$ cat src/sv/gfp_pkg.sv
`timescale 1ns / 1ps

package gfp_pkg;

    localparam logic [7:0] START_BYTE = 8'h3E;

    localparam logic KIND_PAYLOAD = 1'b0;
    localparam logic KIND_STATUS  = 1'b1;

    localparam logic [1:0] STATUS_OK         = 2'd0;
    localparam logic [1:0] STATUS_BAD_HEADER = 2'd1;
    localparam logic [1:0] STATUS_BAD_BODY   = 2'd2;

    localparam int QUEUE_DEPTH = 4;
    localparam int QUEUE_AW    = $clog2(QUEUE_DEPTH);

    typedef enum logic [2:0] {
        PH_HUNT,
        PH_CMD,
        PH_LEN,
        PH_HCHK,
        PH_DATA,
        PH_BCHK
    } phase_t;

    typedef struct packed {
        logic       kind;
        logic [7:0] command_id;
        logic [7:0] byte_index;
        logic [7:0] payload_byte;
        logic [7:0] payload_length;
        logic [1:0] status;
        logic       last;
    } result_t;

    typedef struct packed {
        logic    valid;
        result_t data;
    } push_t;

endpackage

$ cat src/sv/gfp_front.sv
`timescale 1ns / 1ps

module gfp_front
(
    input  logic           clk,
    input  logic           rst_n,
    input  logic           take,
    input  logic [7:0]     rx_byte,
    output gfp_pkg::push_t push
);

    gfp_pkg::phase_t phase_reg;
    gfp_pkg::phase_t phase_next;
    logic [7:0]      cmd_reg;
    logic [7:0]      cmd_next;
    logic [7:0]      len_reg;
    logic [7:0]      len_next;
    logic [7:0]      seen_reg;
    logic [7:0]      seen_next;
    logic [7:0]      sum_reg;
    logic [7:0]      sum_next;
    logic [7:0]      seen_inc;
    logic            hdr_ok;

    assign seen_inc = seen_reg + 8'd1;
    assign hdr_ok   = (rx_byte == (cmd_reg + len_reg));

    // next state
    always_comb
    begin
        phase_next = phase_reg;
        cmd_next   = cmd_reg;
        len_next   = len_reg;
        seen_next  = seen_reg;
        sum_next   = sum_reg;
        if (take)
        begin
            unique case (phase_reg)
                gfp_pkg::PH_HUNT:
                begin
                    if (rx_byte == gfp_pkg::START_BYTE)
                    begin
                        phase_next = gfp_pkg::PH_CMD;
                    end
                end
                gfp_pkg::PH_CMD:
                begin
                    cmd_next   = rx_byte;
                    phase_next = gfp_pkg::PH_LEN;
                end
                gfp_pkg::PH_LEN:
                begin
                    len_next   = rx_byte;
                    phase_next = gfp_pkg::PH_HCHK;
                end
                gfp_pkg::PH_HCHK:
                begin
                    if (!hdr_ok)
                    begin
                        phase_next = gfp_pkg::PH_HUNT;
                    end
                    else
                    begin
                        seen_next  = 8'd0;
                        sum_next   = 8'd0;
                        phase_next = (len_reg == 8'd0) ? gfp_pkg::PH_BCHK
                                                       : gfp_pkg::PH_DATA;
                    end
                end
                gfp_pkg::PH_DATA:
                begin
                    sum_next  = sum_reg + rx_byte;
                    seen_next = seen_inc;
                    if (seen_inc == len_reg)
                    begin
                        phase_next = gfp_pkg::PH_BCHK;
                    end
                end
                gfp_pkg::PH_BCHK:
                begin
                    phase_next = gfp_pkg::PH_HUNT;
                end
                default:
                begin
                    phase_next = gfp_pkg::PH_HUNT;
                end
            endcase
        end
    end

    // result for the accepted beat
    always_comb
    begin
        push.valid               = 1'b0;
        push.data.kind           = gfp_pkg::KIND_STATUS;
        push.data.command_id     = cmd_reg;
        push.data.byte_index     = 8'd0;
        push.data.payload_byte   = 8'd0;
        push.data.payload_length = len_reg;
        push.data.status         = gfp_pkg::STATUS_OK;
        push.data.last           = 1'b1;
        unique case (phase_reg)
            gfp_pkg::PH_HCHK:
            begin
                push.valid       = take && !hdr_ok;
                push.data.status = gfp_pkg::STATUS_BAD_HEADER;
            end
            gfp_pkg::PH_DATA:
            begin
                push.valid             = take;
                push.data.kind         = gfp_pkg::KIND_PAYLOAD;
                push.data.byte_index   = seen_reg;
                push.data.payload_byte = rx_byte;
                push.data.last         = 1'b0;
            end
            gfp_pkg::PH_BCHK:
            begin
                push.valid       = take;
                push.data.status = (rx_byte == sum_reg) ? gfp_pkg::STATUS_OK
                                                        : gfp_pkg::STATUS_BAD_BODY;
            end
            default:
            begin
                push.valid = 1'b0;
            end
        endcase
    end

    always_ff @(posedge clk or negedge rst_n)
    begin
        if (!rst_n)
        begin
            phase_reg <= gfp_pkg::PH_HUNT;
            cmd_reg   <= 8'd0;
            len_reg   <= 8'd0;
            seen_reg  <= 8'd0;
            sum_reg   <= 8'd0;
        end
        else
        begin
            phase_reg <= phase_next;
            cmd_reg   <= cmd_next;
            len_reg   <= len_next;
            seen_reg  <= seen_next;
            sum_reg   <= sum_next;
        end
    end

endmodule

$ cat src/sv/gfp_queue.sv
`timescale 1ns / 1ps

module gfp_queue
(
    input  logic             clk,
    input  logic             rst_n,
    input  gfp_pkg::push_t   push,
    input  logic             pop,
    output logic             full,
    output logic             q_valid,
    output gfp_pkg::result_t q_data
);

    gfp_pkg::result_t            mem_reg [gfp_pkg::QUEUE_DEPTH];
    logic [gfp_pkg::QUEUE_AW-1:0] wr_ptr_reg;
    logic [gfp_pkg::QUEUE_AW-1:0] rd_ptr_reg;
    logic [gfp_pkg::QUEUE_AW:0]   count_reg;
    logic [gfp_pkg::QUEUE_AW:0]   count_next;
    logic                         do_push;
    logic                         do_pop;

    assign full    = (count_reg == (gfp_pkg::QUEUE_AW + 1)'(gfp_pkg::QUEUE_DEPTH));
    assign q_valid = (count_reg != '0);
    assign q_data  = mem_reg[rd_ptr_reg];
    assign do_push = push.valid && !full;
    assign do_pop  = pop && q_valid;

    always_comb
    begin
        count_next = count_reg;
        if (do_push && !do_pop)
        begin
            count_next = count_reg + 1'b1;
        end
        else if (do_pop && !do_push)
        begin
            count_next = count_reg - 1'b1;
        end
    end

    always_ff @(posedge clk or negedge rst_n)
    begin
        if (!rst_n)
        begin
            wr_ptr_reg <= '0;
            rd_ptr_reg <= '0;
            count_reg  <= '0;
        end
        else
        begin
            count_reg <= count_next;
            if (do_push)
            begin
                wr_ptr_reg <= wr_ptr_reg + 1'b1;
            end
            if (do_pop)
            begin
                rd_ptr_reg <= rd_ptr_reg + 1'b1;
            end
        end
    end

    always_ff @(posedge clk)
    begin
        if (do_push)
        begin
            mem_reg[wr_ptr_reg] <= push.data;
        end
    end

endmodule

$ cat src/sv/gfp_back.sv
`timescale 1ns / 1ps

module gfp_back
(
    input  logic             clk,
    input  logic             rst_n,
    input  logic             q_valid,
    input  gfp_pkg::result_t q_data,
    output logic             pop,
    input  logic             out_stall,
    output logic             out_valid,
    output gfp_pkg::result_t out_data
);

    logic             valid_reg;
    logic             valid_next;
    gfp_pkg::result_t data_reg;

    assign pop        = q_valid && (!valid_reg || !out_stall);
    assign valid_next = pop ? 1'b1 : (valid_reg && out_stall);
    assign out_valid  = valid_reg;
    assign out_data   = data_reg;

    always_ff @(posedge clk or negedge rst_n)
    begin
        if (!rst_n)
        begin
            valid_reg <= 1'b0;
        end
        else
        begin
            valid_reg <= valid_next;
        end
    end

    always_ff @(posedge clk)
    begin
        if (pop)
        begin
            data_reg <= q_data;
        end
    end

endmodule

$ cat src/sv/gimbal_frame_parser_unit.sv
`timescale 1ns / 1ps

// Frame parser for a serial byte stream: '>' start, command id, length, header
// sum, payload, body sum. One byte is taken per cycle unless the queue is full; a
// parser state machine classifies each byte and pushes any result into a
// four-entry queue, and an output register delivers results, so in_stall rises
// only when that queue is full. Payload bytes leave as they arrive; each frame
// closes with one status beat (last high), and a frame whose status is not ok
// must be dropped by the consumer.

module gimbal_frame_parser_unit
(
    input  logic       clk,
    input  logic       rst_n,
    input  logic       in_valid,
    output logic       in_stall,
    input  logic [7:0] rx_byte,
    output logic       out_valid,
    input  logic       out_stall,
    output logic       kind,
    output logic [7:0] command_id,
    output logic [7:0] byte_index,
    output logic [7:0] payload_byte,
    output logic [7:0] payload_length,
    output logic [1:0] status,
    output logic       last
);

    gfp_pkg::push_t   push;
    gfp_pkg::result_t q_data;
    gfp_pkg::result_t out_data;
    logic             q_valid;
    logic             q_full;
    logic             pop;
    logic             take;

    assign in_stall = q_full;
    assign take     = in_valid && !q_full;

    gfp_front u_front
    (
        .clk     (clk),
        .rst_n   (rst_n),
        .take    (take),
        .rx_byte (rx_byte),
        .push    (push)
    );

    gfp_queue u_queue
    (
        .clk     (clk),
        .rst_n   (rst_n),
        .push    (push),
        .pop     (pop),
        .full    (q_full),
        .q_valid (q_valid),
        .q_data  (q_data)
    );

    gfp_back u_back
    (
        .clk       (clk),
        .rst_n     (rst_n),
        .q_valid   (q_valid),
        .q_data    (q_data),
        .pop       (pop),
        .out_stall (out_stall),
        .out_valid (out_valid),
        .out_data  (out_data)
    );

    assign kind           = out_data.kind;
    assign command_id     = out_data.command_id;
    assign byte_index     = out_data.byte_index;
    assign payload_byte   = out_data.payload_byte;
    assign payload_length = out_data.payload_length;
    assign status         = out_data.status;
    assign last           = out_data.last;

endmodule

$ cat config.mk
export PLATFORM = sky130hd
export DESIGN_NAME = gimbal_frame_parser_unit
export DESIGN_NICKNAME = d
export VERILOG_FILES = /design/src/sv/gfp_pkg.sv /design/src/sv/gfp_front.sv /design/src/sv/gfp_queue.sv /design/src/sv/gfp_back.sv /design/src/sv/gimbal_frame_parser_unit.sv
export SDC_FILE = /design/constraint.sdc
export NUM_CORES = 1
export LEC_CHECK = 0
export BUFFER_PORTS_ARGS = -buffer_cell sky130_fd_sc_hd__buf_2
export CAP_MARGIN = 5
export CORE_MARGIN = 5
export CORE_UTILIZATION = 60
export DETAILED_ROUTE_END_ITERATION = 16
export PLACE_DENSITY = 0.78
export SKIP_LAST_GASP = 1
export SLEW_MARGIN = 30
export SYNTH_ARGS = -nofsm -noshare
export SYNTH_HDL_FRONTEND = slang
export SYNTH_HIERARCHICAL = 1
export SYNTH_SLANG_ARGS = --single-unit
$ cat constraint.sdc
create_clock -name clk -period 10.7 [get_ports clk]
set_clock_uncertainty 0.1 [all_clocks]
set_input_delay 1.07 -clock clk [delete_from_list [all_inputs] [get_ports clk]]
set_output_delay 1.07 -clock clk [all_outputs]
set_load 0.1 [all_outputs]
==> results.md <==
- Status: finished clean
- Post-Syn Area per Cell: 16.8 µm²
- CTS resizes: 0
- Clock tree buffer depth: 3
- Vias in the first global route: 5259
- Final Hold Viols: 0
- Layout area overhead: 12.3%
- Pin count of the biggest net entering global routing: 44
- Clock H-tree levels: 1
- WP data required: 11.00 ns
- Via count: 5147
- Max-cap check violation count: 0
- Share of layout cells above drive strength 1: 24.7%
- Top cell type's share of synthesized area: 57.1%
- Fmax: 241 MHz
- Synth Instances: 563
- Post-Route WL: 18.3 mm
- WP data arrival: 4.46 ns
- Post-synth top area cell: edfxtp_1
- Crit path kind: register to register
- Setup bufs post-CTS: 0
- Clk slew on worst S/H paths: 0.06 ns
- Yosys warning count: 6
- Core footprint: 15700 µm²
- First-pass GRT wire length: 29.5 mm
- Port bufs: 49
- Commonest non-fill, non-tap cells in the layout: edfxtp_1 (180), buf_2 (48), dfrtp_1 (42), nand2_1 (37), mux4_2 (36)
- Worst setup SP type: register
- Worst-Skew Late Latency: 0.49 ns
- Remaining Overflow, GRT: 0
- CP Capture Type: register
- Worst slew pin tran: 0.851 ns
- GRT Util Overall: 21.0%
- Routed Antenna Nets: 0
- Post-Syn Nets: 598
- DIE AREA: 18400 µm²
- Post-synth cell types: 64
- Number of fill cells: 1057
- Multi-input gate area: 2810 µm²
- Min cycle time layout: 4.15 ns
- GP Congestion: 0.889
- DR WL/cell: 21.5 µm
- I/O Pins: 50
- Vias per inst: 6.05
- Crit Path Max Fanout: 8
- Post-Syn Area: 9470 µm²
- Worst R2R Setup Slack: 6.55 ns
- # DRC: 0
- Most common cell after layout, fill and taps aside: edfxtp_1
- Fin nets: 654
- CTS Hold Buffers Added: 0
- Largest cells by area after synthesis: edfxtp_1 (57%), dfrtp_1 (11%), mux4_2 (8.6%)
- CTS tree: built
- Initial Utilization: 60.5%
- 1st-iter DRT viols: 457
- Slew headroom: 43.1%
- Post-synth top flop: edfxtp_1
- Crit share post-route: 38.8%
- #FFs+latches synth: 223
- Max-slew violations: 0
- Final setup viols: 0
- Initial DRT Pass Iterations: 5
- EDFF count, synth: 180
- RSZ-0062 raised after global routing: false
- Post-DP HPWL: 11.2 mm
- DIE HEIGHT: 136 µm
- Async set-reset flop share out of synthesis: 19.3%
- Setup_tns: 0 ns
- Register cell area after layout: 6480 µm²
- Antenna cells: 0
- Clk sinks: 223
- Num rows: 46
- Clock root cell: clkbuf_16
- Inserted Clock Buffers: 23
- Initial antenna violation count: 0
- Chip Width: 136 µm
- Register area share after synthesis: 68.4%
- Worst min path class: register to register
- Largest register FFs: 144
cell usage after synthesis, drive strengths merged, types with 3 or more instances:
| master | n |
|---|---|
| clkbuf | 9 |
| fa | 3 |
| nand2 | 37 |
| nand4 | 3 |
| edfxtp | 180 |
| nor2 | 14 |
| a21oi | 13 |
| nor3 | 8 |
| nand3 | 8 |
| xor2 | 14 |
| mux2i | 4 |
| o21ai | 23 |
| a21o | 5 |
| nor3b | 3 |
| nor2b | 4 |
| mux4 | 36 |
| ha | 20 |
| and2 | 19 |
| xnor2 | 15 |
| dfrtp | 43 |
| nor4 | 4 |
| mux2 | 18 |
| a211oi | 4 |
| buf | 17 |
| inv | 9 |
| and3 | 3 |
| or3 | 5 |
| a22oi | 8 |
critical path: stages (launching register included):
cell and delay, ns:
dfrtp_1 0.47, ha_1 0.29, fa_1 0.41, a211o_1 0.31, a311oi_1 0.38, nor3b_2 0.09, nand4b_1 0.14, nor3b_1 0.07
o21ai_1 0.19, nor2b_1 0.43, ha_1 0.26, inv_1 0.07, fa_1 0.42, xor2_1 0.15, nor2_1 0.11, xor2_1 0.17
layer usage:
layer  GRT usage (%)  vias to the layer above  share of wire [%]
met1            29.5                     2617                 42
li1                -                     2314                  -
met4            5.21                        0                1.8
met5               0                        -                  0
met3            2.97                       32                5.8
met2            35.3                      184                 50
path summary, 6_finish.rpt:
kind                                       from                     to  cells after the start
max                          u_front/len_reg[0]   u_queue/count_reg[2]                     15
min                        u_queue/count_reg[2]   u_queue/count_reg[2]                      1
max reg2reg                  u_front/len_reg[0]   u_queue/count_reg[2]                     15
min reg2reg                u_queue/count_reg[2]   u_queue/count_reg[2]                      1
max in group asynchronous                 rst_n  u_queue/rd_ptr_reg[0]                      1
min in group asynchronous                 rst_n     u_front/sum_reg[5]                      1
kinds of logic (layout without fill, tap and decap cells):
logic type | after synthesis | after routing | share of synthesized area [%]
compound gates | 75 | 75 | 5.26
xor+xnor | 29 | 29 | 2.68
fa+ha+maj | 23 | 23 | 3.28
buf+inv | 35 | 107 | 2.11
flops | 223 | 223 | 68.4
mux | 58 | 58 | 11.1
simple gates | 120 | 120 | 7.10
layout make-up:
cell class                 instances  area share [%]
clock buffer                      27            5.55
multi-input combinational        305            26.4
sequential                       223            60.9
inverter                           9           0.318
clock inverter                    14            1.34
tap                              216            2.54
timing repair buffer              57            2.89
stage by stage:
stage          area (µm²)  hold WS [ns]  utilization (%)  setup WS [ns]  instances
2_1_floorplan        9470         0.345                -           6.92        563
3_3_place_gp         9890         0.363             63.2           6.71        810
3_5_place_dp         9900         0.370             63.3           6.62        810
4_1_cts             10600         0.380             67.9           6.56        851
5_1_grt             10600         0.387             67.9           6.32        851
6_report            10600         0.382             67.9           6.55        851
Power is left out: the tool's default activity adds up to more than one toggle a clock period on the data nets, which glitch-free logic cannot reach.
